===== src/rtl/core/ssm_pkg.sv =====
// Package for the streaming substring matcher: sizes, payload types, register codes, helpers.
package ssm_pkg;

	localparam int PATTERN_MAX   = 32;
	localparam int POSITION_BITS = 16;

	localparam int BYTE_W     = 8;
	localparam int PAT_BYTES  = 32;   // bytes held by the four pattern registers
	localparam int PAT_SEL_W  = 5;    // index width into the pattern bytes
	localparam int LEN_W      = 6;
	localparam int MATCH_W    = 16;
	localparam int CNT_W      = POSITION_BITS + 1;
	localparam int CFG_DATA_W = 64;
	localparam int CFG_IDX_W  = 3;

	// configuration register indexes
	localparam logic [CFG_IDX_W-1:0] CFG_PAT_0_7   = 3'd0;
	localparam logic [CFG_IDX_W-1:0] CFG_PAT_8_15  = 3'd1;
	localparam logic [CFG_IDX_W-1:0] CFG_PAT_16_23 = 3'd2;
	localparam logic [CFG_IDX_W-1:0] CFG_PAT_24_31 = 3'd3;
	localparam logic [CFG_IDX_W-1:0] CFG_PAT_LEN   = 3'd4;
	localparam logic [CFG_IDX_W-1:0] CFG_IGN_CASE  = 3'd5;
	localparam logic [CFG_IDX_W-1:0] CFG_RPT_LAST  = 3'd6;

	localparam logic [BYTE_W-1:0] ASCII_UPPER_A = 8'h41;
	localparam logic [BYTE_W-1:0] ASCII_UPPER_Z = 8'h5A;
	localparam logic [BYTE_W-1:0] ASCII_CASE_OFS = 8'h20;

	typedef logic [PATTERN_MAX-1:0][BYTE_W-1:0] window_t;
	typedef logic [PAT_BYTES-1:0][BYTE_W-1:0]   pattern_t;

	typedef struct packed {
		logic [BYTE_W-1:0] text_byte;
		logic              end_of_text;
	} in_item_t;

	typedef struct packed {
		logic               found;
		logic [MATCH_W-1:0] match_start;
		logic               position_overflow;
	} out_item_t;

	function automatic logic [BYTE_W-1:0] fold_byte(input logic [BYTE_W-1:0] b,
		input logic ign);
		if (ign && (b inside {[ASCII_UPPER_A:ASCII_UPPER_Z]})) begin
			fold_byte = b + ASCII_CASE_OFS;
		end else begin
			fold_byte = b;
		end
	endfunction

endpackage


===== src/rtl/core/ssm_window_cmp.sv =====
// Window compare: checks the newest pattern_length window bytes against the pattern.
module ssm_window_cmp (
	input  ssm_pkg::window_t              window,
	input  ssm_pkg::pattern_t             pattern,
	input  logic [ssm_pkg::LEN_W-1:0]     pat_len,
	input  logic                          ignore_case,
	output logic                          hit
);

	logic [ssm_pkg::PATTERN_MAX-1:0] lane_ok;
	logic                            len_ok;

	// window entry k lines up with pattern byte len-1-k
	always_comb begin
		logic [ssm_pkg::LEN_W-1:0] pidx;
		logic [ssm_pkg::LEN_W-1:0] kk;
		for (int k = 0; k < ssm_pkg::PATTERN_MAX; k++) begin
			kk   = ssm_pkg::LEN_W'(k);
			pidx = pat_len - kk - ssm_pkg::LEN_W'(1);
			if (kk >= pat_len) begin
				lane_ok[k] = 1'b1;
			end else begin
				lane_ok[k] = ssm_pkg::fold_byte(window[k], ignore_case) ==
					ssm_pkg::fold_byte(pattern[pidx[ssm_pkg::PAT_SEL_W-1:0]], ignore_case);
			end
		end
	end

	assign len_ok = (pat_len != '0) &&
		(pat_len <= ssm_pkg::LEN_W'(ssm_pkg::PATTERN_MAX));
	assign hit = len_ok && (&lane_ok);

endmodule


===== src/rtl/core/streaming_substring_matcher.sv =====
// Top level of the streaming substring matcher.
// Text enters one byte per transaction on the in channel, the final byte of a text
// flagged by end_of_text; one result transaction leaves on the out channel for each
// final byte and none for other bytes. The block sustains one byte per clock: a byte
// is registered in the input stage, where the newest pattern_length bytes of the window
// are compared with the pattern in parallel, one lane per window byte, and the match
// state is updated. A final byte's result is then held in the result register. Bytes
// keep flowing while a result waits on the out channel; only a final byte that finds
// the result register still full holds the input stage. Configuration is written by
// index through cfg_we/cfg_index/cfg_data and applies to the next byte processed.
// Offsets saturate at 2^POSITION_BITS; later bytes still shift through the window but
// cannot end a reported match, and set position_overflow for the text.
module streaming_substring_matcher (
	input  logic                              clk,
	input  logic                              arst_n,
	// configuration
	input  logic                              cfg_we,
	input  logic [ssm_pkg::CFG_IDX_W-1:0]     cfg_index,
	input  logic [ssm_pkg::CFG_DATA_W-1:0]    cfg_data,
	// text in
	input  logic                              in_valid,
	output logic                              in_stall,
	input  ssm_pkg::in_item_t                 in_item,
	// result out
	output logic                              out_valid,
	input  logic                              out_stall,
	output ssm_pkg::out_item_t                out_item
);

	// config registers
	ssm_pkg::pattern_t                pattern_q;
	logic [ssm_pkg::LEN_W-1:0]        pat_len_q;
	logic                             ign_case_q;
	logic                             rpt_last_q;

	// input stage
	logic                             valid_s1;
	ssm_pkg::in_item_t                item_s1;

	// per-text state
	ssm_pkg::window_t                 window_q;
	logic [ssm_pkg::CNT_W-1:0]        seen_q;
	logic                             have_q;
	logic [ssm_pkg::MATCH_W-1:0]      best_q;
	logic                             ovf_q;

	// result register
	logic                             out_valid_q;
	ssm_pkg::out_item_t               out_item_q;

	logic                             out_free;
	logic                             s1_go;
	logic                             in_take;
	ssm_pkg::window_t                 window_nx;
	logic                             win_hit;
	logic                             saturated;
	logic [ssm_pkg::CNT_W-1:0]        seen_inc;
	logic [ssm_pkg::CNT_W-1:0]        start_full;
	logic                             rec_match;
	logic                             have_nx;
	logic [ssm_pkg::MATCH_W-1:0]      best_nx;
	logic                             ovf_nx;

	// ---------------- configuration ----------------
	always_ff @(posedge clk or negedge arst_n) begin
		if (!arst_n) begin
			pattern_q  <= '0;
			pat_len_q  <= '0;
			ign_case_q <= 1'b0;
			rpt_last_q <= 1'b0;
		end else if (cfg_we) begin
			case (cfg_index)
				ssm_pkg::CFG_PAT_0_7:   pattern_q[7:0]   <= cfg_data;
				ssm_pkg::CFG_PAT_8_15:  pattern_q[15:8]  <= cfg_data;
				ssm_pkg::CFG_PAT_16_23: pattern_q[23:16] <= cfg_data;
				ssm_pkg::CFG_PAT_24_31: pattern_q[31:24] <= cfg_data;
				ssm_pkg::CFG_PAT_LEN:   pat_len_q  <= cfg_data[ssm_pkg::LEN_W-1:0];
				ssm_pkg::CFG_IGN_CASE:  ign_case_q <= cfg_data[0];
				ssm_pkg::CFG_RPT_LAST:  rpt_last_q <= cfg_data[0];
				default: ;
			endcase
		end
	end

	// ---------------- flow control ----------------
	// result register can take a new transaction if empty or draining this cycle
	assign out_free = !out_valid_q || !out_stall;
	// stage 1 retires unless it holds a final byte with nowhere to put the result
	assign s1_go    = valid_s1 && (!item_s1.end_of_text || out_free);
	assign in_stall = valid_s1 && !s1_go;
	assign in_take  = in_valid && !in_stall;

	always_ff @(posedge clk or negedge arst_n) begin
		if (!arst_n) begin
			valid_s1 <= 1'b0;
		end else if (!in_stall) begin
			valid_s1 <= in_valid;
		end
	end

	always_ff @(posedge clk) begin
		if (in_take) begin
			item_s1 <= in_item;
		end
	end

	// ---------------- match datapath ----------------
	always_comb begin
		window_nx[0] = item_s1.text_byte;
		for (int k = 1; k < ssm_pkg::PATTERN_MAX; k++) begin
			window_nx[k] = window_q[k-1];
		end
	end

	ssm_window_cmp u_cmp (
		.window      (window_nx),
		.pattern     (pattern_q),
		.pat_len     (pat_len_q),
		.ignore_case (ign_case_q),
		.hit         (win_hit)
	);

	assign saturated  = seen_q[ssm_pkg::POSITION_BITS];
	assign seen_inc   = seen_q + ssm_pkg::CNT_W'(1);
	assign start_full = seen_inc - ssm_pkg::CNT_W'(pat_len_q);
	// a match counts only once pattern_length bytes are in, and never past saturation
	assign rec_match  = !saturated && win_hit &&
		(seen_inc >= ssm_pkg::CNT_W'(pat_len_q)) && (rpt_last_q || !have_q);

	assign have_nx = have_q || rec_match;
	assign best_nx = rec_match ? ssm_pkg::MATCH_W'(start_full) : best_q;
	assign ovf_nx  = ovf_q || saturated;

	always_ff @(posedge clk or negedge arst_n) begin
		if (!arst_n) begin
			window_q <= '0;
			seen_q   <= '0;
			have_q   <= 1'b0;
			best_q   <= '0;
			ovf_q    <= 1'b0;
		end else if (s1_go) begin
			window_q <= window_nx;
			if (item_s1.end_of_text) begin
				// text done: start fresh for the next one
				seen_q <= '0;
				have_q <= 1'b0;
				best_q <= '0;
				ovf_q  <= 1'b0;
			end else begin
				seen_q <= saturated ? seen_q : seen_inc;
				have_q <= have_nx;
				best_q <= best_nx;
				ovf_q  <= ovf_nx;
			end
		end
	end

	// ---------------- result register ----------------
	always_ff @(posedge clk or negedge arst_n) begin
		if (!arst_n) begin
			out_valid_q <= 1'b0;
		end else if (s1_go && item_s1.end_of_text) begin
			out_valid_q <= 1'b1;
		end else if (!out_stall) begin
			out_valid_q <= 1'b0;
		end
	end

	always_ff @(posedge clk) begin
		if (s1_go && item_s1.end_of_text) begin
			out_item_q.found             <= have_nx;
			out_item_q.match_start       <= have_nx ? best_nx : '0;
			out_item_q.position_overflow <= ovf_nx;
		end
	end

	assign out_valid = out_valid_q;
	assign out_item  = out_item_q;

endmodule

===== config.mk =====
export PLATFORM = sky130hd
export DESIGN_NAME = streaming_substring_matcher
export DESIGN_NICKNAME = d
export VERILOG_FILES = /design/src/rtl/core/ssm_pkg.sv /design/src/rtl/core/ssm_window_cmp.sv /design/src/rtl/core/streaming_substring_matcher.sv
export SDC_FILE = /design/constraint.sdc
export NUM_CORES = 2
export LEC_CHECK = 0
export BUFFER_PORTS_ARGS = -buffer_cell sky130_fd_sc_hd__clkbuf_2
export CAP_MARGIN = 20
export CORE_ASPECT_RATIO = 0.5
export CORE_MARGIN = 3
export CORE_UTILIZATION = 25
export DETAILED_ROUTE_END_ITERATION = 8
export MAX_ROUTING_LAYER = met4
export PLACE_DENSITY = 0.4
export SKIP_LAST_GASP = 1
export SYNTH_ARGS = -nofsm -noshare
export SYNTH_HDL_FRONTEND = slang
export SYNTH_SLANG_ARGS = --single-unit

===== constraint.sdc =====
create_clock -name clk -period 7.5 [get_ports clk]
set_input_delay 0.75 -clock clk [delete_from_list [all_inputs] [get_ports clk]]
set_output_delay 0.75 -clock clk [all_outputs]
set_load 0.02 [all_outputs]

== After elaboration in Yosys (flattened, before gate mapping) ==
Index checks and enable logic that the tools add are counted.

* Register bits: 576
* Input port bits: 81
* Logic and storage cells: 832
* Output and inout bits: 20

* $lt $le $gt $ge: 194
* Reduce and logical (&&, ||, !) cells: 160
* Muxes and demuxes: 232
* $add $sub $neg: 128
* Eq/ne operators: 40

{| class="wikitable"
|+ Operator list
! cell !! count
|-
| 8-bit binary-select mux with 5-bit select || 32
|-
| 8-bit two-way mux || 160
|-
| 8-bit by 6-bit adder with 8-bit output, second input constant || 64
|-
| 8-bit by 7-bit greater-or-equal comparator with 1-bit output, second input constant || 64
|-
| 8-bit by 7-bit <= comparator with 1-bit output, second input constant || 64
|-
| 8-bit equality test || 32
|-
| 5-bit by 6-bit < comparator with 1-bit output, second input constant || 32
|-
| 5-bit by 1-bit subtractor with 5-bit output, second input constant || 32
|-
| 1-bit logical AND || 137
|-
| 5-bit by 6-bit greater-or-equal comparator with 1-bit output, first input constant || 16
|-
| 5-bit subtractor, second input constant || 16
|-
| 4-bit by 6-bit greater-or-equal comparator with 1-bit output, first input constant || 8
|-
| 5-bit by 4-bit subtractor with 5-bit output, second input constant || 8
|-
| 1-bit two-way mux || 36
|-
| 17-bit two-way mux || 2
|-
| 16-bit two-way mux || 2
|-
| 32-bit AND reduction || 1
|-
| 3-bit by 6-bit greater-or-equal comparator with 1-bit output, first input constant || 4
|-
| 5-bit by 3-bit subtractor with 5-bit output, second input constant || 4
|-
| 17-bit by 1-bit adder with 17-bit output, second input constant || 1
|-
| 17-bit by 6-bit greater-or-equal comparator with 1-bit output || 1
|-
| 2-bit AND reduction || 8
|-
| 16-bit by 6-bit subtractor with 16-bit output || 1
|-
| 1-bit by 6-bit greater-or-equal comparator with 1-bit output, first input constant || 2
|-
| other kinds (12) || 27
|}

== Depth between registers and ports, before layout ==
* Depth in word-level cells: 18
* Gate-level depth with buffers: 32
* Gate-level depth less buffers: 19

== Cells and area by module ==
A second synthesis with hierarchy kept.

* Cells, all modules: 6,024
* Area, all modules: 58,790.1 um^2

{| class="wikitable"
|+ Modules (own cells, without submodules)
! module !! cells each !! area an instance (um^2) !! instances !! sequential area each (um^2)
|-
| ssm_window_cmp || 4,066 || 36,298.6 || 1 || 0.0
|-
| streaming_substring_matcher || 1,958 || 22,491.6 || 1 || 14,549.0
|}

== Worst setup path before layout ==
Ideal clock, no wire load.

* Path type: register to register
* Start point: register pat_len_q[1] in the netlist's numbering
* End point: register best_q[14] in the netlist's numbering
* Arrival time: 6.452 ns
* Setup slack: 0.927 ns
* Stages on the path, launching flop included: 30
* Path buffers: 13
* Data required time: 7.379 ns
* Cells stage by stage: dfrtp_1 buf_2 buf_6 buf_6 buf_6 buf_6 buf_2 inv_1 ha_1 buf_4 buf_4 buf_2 buf_4 buf_4 buf_4 mux4_2 mux2i_1 nand2_1 a31oi_1 inv_1 ha_1 o41ai_1 xor2_1 or4_1 o32ai_2 and4bb_1 nand4_4 a21o_4 buf_6 a22o_1

* Longest elaborated chain between the ends: 18
* Elaborated cells between the ends (all ways): 458
* Classes of those cells: add/sub: 95; order compare: 98; eq/ne: 32; mux: 162; reduce/logical: 71

{| class="wikitable"
|+ Ends and longest elaborated chain
! item !! RTL line !! RTL
|-
| from (decl) || streaming_substring_matcher.sv:32 || <nowiki>logic [ssm_pkg::LEN_W-1:0] pat_len_q;</nowiki>
|-
| from (signal assigned) || streaming_substring_matcher.sv:77 || <nowiki>ssm_pkg::CFG_PAT_LEN: pat_len_q <= cfg_data[ssm_pkg::LEN_W-1:0];</nowiki>
|-
| 5-bit by 1-bit subtractor with 5-bit output (tied with other cells) || ssm_window_cmp.sv:19 || <nowiki>pidx = pat_len - kk - ssm_pkg::LEN_W'(1);</nowiki>
|-
| 5-bit by 1-bit subtractor with 5-bit output || ssm_window_cmp.sv:19 ||
|-
| 8-bit binary-select mux with 5-bit select || ssm_window_cmp.sv:24 || <nowiki>ssm_pkg::fold_byte(pattern[pidx[ssm_pkg::PAT_SEL_W-1:0]], ignore_case);</nowiki>
|-
| 8-bit two-way mux (implied by the code) || ssm_window_cmp.sv:24 ||
|-
| 8-bit by 7-bit greater-or-equal comparator with 1-bit output or 8-bit by 7-bit <= comparator with 1-bit output (tied branches) || ssm_pkg.sv:45 || <nowiki>if (ign && (b inside {[ASCII_UPPER_A:ASCII_UPPER_Z]})) begin</nowiki>
|-
| 1-bit logical AND (2 in series) || ssm_pkg.sv:45 ||
|-
| 8-bit two-way mux || ssm_pkg.sv:45 ||
|-
| 8-bit two-way mux || ssm_window_cmp.sv:20 || <nowiki>if (kk >= pat_len) begin</nowiki>
|-
| 8-bit equality test || ssm_window_cmp.sv:23 || <nowiki>lane_ok[k] = ssm_pkg::fold_byte(window[k], ignore_case) ==</nowiki>
|-
| 1-bit two-way mux || ssm_window_cmp.sv:20 ||
|-
| 32-bit AND reduction || ssm_window_cmp.sv:31 || <nowiki>assign hit = len_ok && (&lane_ok);</nowiki>
|-
| 1-bit logical AND || ssm_window_cmp.sv:31 ||
|-
| 1-bit logical AND (2 in series) || streaming_substring_matcher.sv:127 || <nowiki>assign rec_match = !saturated && win_hit &&</nowiki>
|-
| 1-bit logical AND || streaming_substring_matcher.sv:128 || <nowiki>(seen_inc >= ssm_pkg::CNT_W'(pat_len_q)) && (rpt_last_q || !have_q);</nowiki>
|-
| 16-bit two-way mux * || streaming_substring_matcher.sv:131 || <nowiki>assign best_nx = rec_match ? ssm_pkg::MATCH_W'(start_full) : best_q;</nowiki>
|-
| 16-bit two-way mux * || streaming_substring_matcher.sv:143 || <nowiki>if (item_s1.end_of_text) begin</nowiki>
|-
| to (signal assigned) || streaming_substring_matcher.sv:152 || <nowiki>best_q <= best_nx;</nowiki>
|-
| to (decl) || streaming_substring_matcher.sv:44 || <nowiki>logic [ssm_pkg::MATCH_W-1:0] best_q;</nowiki>
|}

Every way passes the cells marked *; elsewhere a longest branch is shown, timed or not. The select of a mux whose other input is x is not followed.
A chain may end at the register's enable or synchronous reset.

== Worst setup path after layout ==
* Start point: register pat_len_q[0] in the netlist's numbering
* End point: register have_q

* Longest elaborated chain between the ends: 18
* Elaborated cells between the ends (all ways): 457
* Classes of those cells: add/sub: 94; order compare: 98; eq/ne: 32; mux: 161; reduce/logical: 72

{| class="wikitable"
|+ Ends and longest elaborated chain
! item !! RTL line !! RTL
|-
| 5-bit by 1-bit subtractor with 5-bit output (tied with other cells) || ssm_window_cmp.sv:19 ||
|-
| 5-bit by 1-bit subtractor with 5-bit output || ssm_window_cmp.sv:19 ||
|-
| 8-bit binary-select mux with 5-bit select || ssm_window_cmp.sv:24 ||
|-
| 8-bit two-way mux (implied by the code) || ssm_window_cmp.sv:24 ||
|-
| 8-bit by 7-bit greater-or-equal comparator with 1-bit output or 8-bit by 7-bit <= comparator with 1-bit output (tied branches) || ssm_pkg.sv:45 ||
|-
| 1-bit logical AND (2 in series) || ssm_pkg.sv:45 ||
|-
| 8-bit two-way mux || ssm_pkg.sv:45 ||
|-
| 8-bit two-way mux || ssm_window_cmp.sv:20 ||
|-
| 8-bit equality test || ssm_window_cmp.sv:23 ||
|-
| 1-bit two-way mux || ssm_window_cmp.sv:20 ||
|-
| 32-bit AND reduction || ssm_window_cmp.sv:31 ||
|-
| 1-bit logical AND || ssm_window_cmp.sv:31 ||
|-
| 1-bit logical AND || streaming_substring_matcher.sv:127 ||
|-
| 1-bit logical AND * || streaming_substring_matcher.sv:127 ||
|-
| 1-bit logical AND * || streaming_substring_matcher.sv:128 ||
|-
| 1-bit logical OR * || streaming_substring_matcher.sv:130 || <nowiki>assign have_nx = have_q || rec_match;</nowiki>
|-
| 1-bit two-way mux * || streaming_substring_matcher.sv:143 ||
|-
| to (signal assigned) || streaming_substring_matcher.sv:151 || <nowiki>have_q <= have_nx;</nowiki>
|-
| to (decl) || streaming_substring_matcher.sv:43 || <nowiki>logic have_q;</nowiki>
|}

Marks and branches as above.

==> results.sh <==
export IMPL_p_switching_mw=19.8
export IMPL_yosys_area_top_type="dfrtp_1"
export IMPL_vias_per_cell=6.21
export IMPL_syn_area_um2=59400
export IMPL_reg2reg_depth=17
export IMPL_syn_inst=6165
export IMPL_die_w_um=695
export IMPL_core_area_um2=234000
export IMPL_cts_tree="yes"
export IMPL_p_sw_share_pct=57.5
export IMPL_crit_chain="clkinv_2 > ha_4 > buf_4 > mux4_2 > mux4_2 > mux2i_1 > a2111o_1 > o221ai_1 > o21ai_0 > xor2_1 > o32ai_1 > buf_4 > or4b_1 > nor4_1 > nand4b_1 > or2_1 > o22ai_1"
export IMPL_finalSetupViolCount=0
export IMPL_fmax_mhz=134
export IMPL_avgSynthCellArea_um2=9.64
export IMPL_ir_worst_vdd_mv=0.189
export IMPL_fp_row_count=125
export IMPL_insertion_delay_ps=710
export IMPL_cts_root_buf="clkbuf_16"
export IMPL_io_buffers=100
export IMPL_drive_gt1_share_pct=25.2
export IMPL_antenna_left=0
export IMPL_first_global_vias=52800
export IMPL_dr_pass1_iters=7
export IMPL_period_share_pct=99.6
export IMPL_combPwrFrac_pct=73.4
export IMPL_p_int_mw=14.6
export IMPL_hold_path_class="in2async"
export IMPL_cellLeakagePower_nw=26.7
export IMPL_power_clock_fraction_pct=9.9
export IMPL_clock_sinks=576
export IMPL_ys_seq_elements=576
export IMPL_wl_per_cell_um=38.4
export IMPL_synth_edf_count=27
export IMPL_slew_headroom_pct=10.8
export IMPL_drc_errors=0
export IMPL_synthArstFlopShare_pct=95.3
export IMPL_critPathTopFamily="multiplexers"
export IMPL_clock_skew_ps=44.9
export IMPL_p_seq_share_pct=16.7
export IMPL_p_per_area_nw_per_um2=515
export IMPL_grt_pass1_wl_um=484000
export IMPL_synth_area_top_cells="dfrtp_1, mux4_2, mux2_2, nand2_1, mux2i_1"
export IMPL_h_tree_depth=3
export IMPL_die_h_um=351
export IMPL_via_count=58300
export IMPL_netlist_area_leader_share_pct=23.1
export IMPL_path_clk_slew_ps=70
export IMPL_grt_ovfl_total=0
export IMPL_period_needed_ps=7470
export IMPL_hold_violations=0
export IMPL_cp_end_kind="register"
export IMPL_finalMaxSlewViolations=0
export IMPL_cts_buffers=67
export IMPL_fin_tns_setup_ps=0
export IMPL_worstPathArrival_ps=8040
export IMPL_slowest_delay_ps=820
export IMPL_dp_hpwl_um=282000
export IMPL_critical_path_class="reg2reg"
export IMPL_die_area_um2=244000
export IMPL_wl_um=360000
export IMPL_power_total_mw=34.4
export IMPL_path_depth=17
export IMPL_synth_distinct_cells=112
export IMPL_status="complete, no violations"
export IMPL_syn_nets=6336
export IMPL_drt_iter0_markers=8990
export IMPL_place_gp_congestion=1.07
export IMPL_grt_setup_unrepaired="false"
export IMPL_grt_start_max_net_pins=187
export IMPL_cp_max_fo=30
export IMPL_ios=101
export IMPL_ys_seq_area_share_pct=24.5
export IMPL_cts_max_path_buffers=3
export IMPL_cp_required_ps=8070
export IMPL_start_util_pct=25.4
export IMPL_cp_slowest_cell="dfrtp_4"
export IMPL_crit_buf_inv=3
export IMPL_fin_nets=6340
export IMPL_area_growth_pct=12.3
export IMPL_yosys_warnings=0
export IMPL_synth_flop_cell="dfrtp_1"
export IMPL_cp_start_kind="register"
export IMPL_worst_pin_slew_ps=1340
export IMPL_grt_use_total_pct=29.6
export IMPL_maxCapViolations=0
export IMPL_antenna_found_initial=34
## cell type report
cell class / count / area (um2)
antenna: 48 / 120
clock buffer: 90 / 1910
clock inverter: 26 / 289
fill: 24700 / 168000
inverter: 122 / 460
multi-input combinational: 5014 / 42500
sequential: 576 / 14600
tap: 3111 / 3890
timing repair buffer: 388 / 3010
## Yosys cell counts, types with 126 or more instances
cell / number
nand2_1: 1126
nor2_1: 313
nand3_1: 226
o22ai_1: 140
mux2i_1: 324
a21oi_1: 126
o21ai_0: 190
dfrtp_1: 549
mux2_2: 406
xnor2_1: 188
nand4_1: 127
mux4_2: 556
nor3_1: 157
clkbuf_1: 222
## routing by layer
layer | wire length [um] | part of all wire (%) | vias to the layer above | global-route usage [%]
met5 | 0 | 0 | - | -
met4 | 16900 | 4.7 | 0 | 11.3
met3 | 48300 | 13 | 601 | 11.7
met2 | 139000 | 39 | 3778 | 38.5
met1 | 156000 | 43 | 30300 | 40.3
li1 | - | - | 23600 | -
## through the flow
step	area (um2)	setup slack (ps)	hold WS (ps)	utilization, %	cells
after global routing	66700	40.5	190	28.5	9355
after detailed placement	64400	332	466	27.5	9207
final	66800	30.2	106	28.5	9375
after CTS	66600	286	156	28.4	9323
after global placement	64400	356	459	27.5	9205
after floorplan	59400	927	450	-	6165
## power by group through the flow
stage	registers, mW	logic, mW	clock network, mW
finish	5.73	25.2	3.41
global route	5.70	25.9	3.62
CTS	5.60	24.0	3.50
detailed placement	5.65	23.9	0
global placement	5.67	24.0	0
floorplan	4.51	14.4	0
## final timing paths
kind | slack, ps | to | start
min | 110 | pattern_q[121] | arst_n
max reg2reg | 30 | have_q | pat_len_q[0]
min reg2reg | 480 | best_q[1] | best_q[1]
max | 30 | have_q | pat_len_q[0]
max in group asynchronous | 5530 | best_q[0] | arst_n
min in group clk | 230 | item_s1[0] | in_item[0]
## cells by family (layout without fill, tap and decap cells)
kind of cell               count (synthesis)  count (layout)  share of synthesized area, %
other                                      0              48                             0
DFF                                      576             576                          24.5
AOI/OAI and AO/OA                        970             970                          11.3
xor gates and xnor gates                 325             325                          5.03
buffers and inverters                    575             626                          4.59
muxes                                   1293            1293                          34.4
adders and majority gates                 90              90                          1.91
and+or+nand+nor                         2336            2336                          18.4
## flip-flops by register name, summed over array words and instances, names as in the netlist, 6 cells and up
register / flops
pattern_q: 256
window_nx: 248
out_item: 18
seen_q: 17
best_q: 16
item_s1: 9
pat_len_q: 6
## worst reg2reg max path: stages, from the launching register on
cell      delay [ps]
dfrtp_4          820
clkinv_2         230
ha_4             690
buf_4            470
mux4_2           650
mux4_2           570
mux2i_1          640
a2111o_1         300
o221ai_1         210
o21ai_0          340
xor2_1           110
o32ai_1          570
buf_4            250
or4b_1           440
nor4_1           340
nand4b_1         220
or2_1            330
o22ai_1          150
## placed cells by master, fill, tap and decap left out, drive strengths merged, types with 30 or more instances in the layout
cell type	instances
mux2	413
ha	89
xnor2	192
dfrtp	549
nor3	157
a22o	30
and3	38
nand4	128
buf	289
inv	125
xor2	125
o22ai	140
nor2	315
a31oi	38
nor2b	37
nand3	226
a21o	37
clkbuf	189
o211ai	68
nand2	1126
o21ai	198
a21oi	127
nor4	67
mux2i	324
diode	48
or3	33
mux4	556
nand2b	30
a211oi	50
## what timing repair did
item / 4_1_cts / 5_1_grt
setup buffers: 0 / 2
resized for setup: 0 / 0
endpoints found under the setup margin: 0 / 9
hold buffers: 0 / 0
Power figures use the tool's default switching activity.
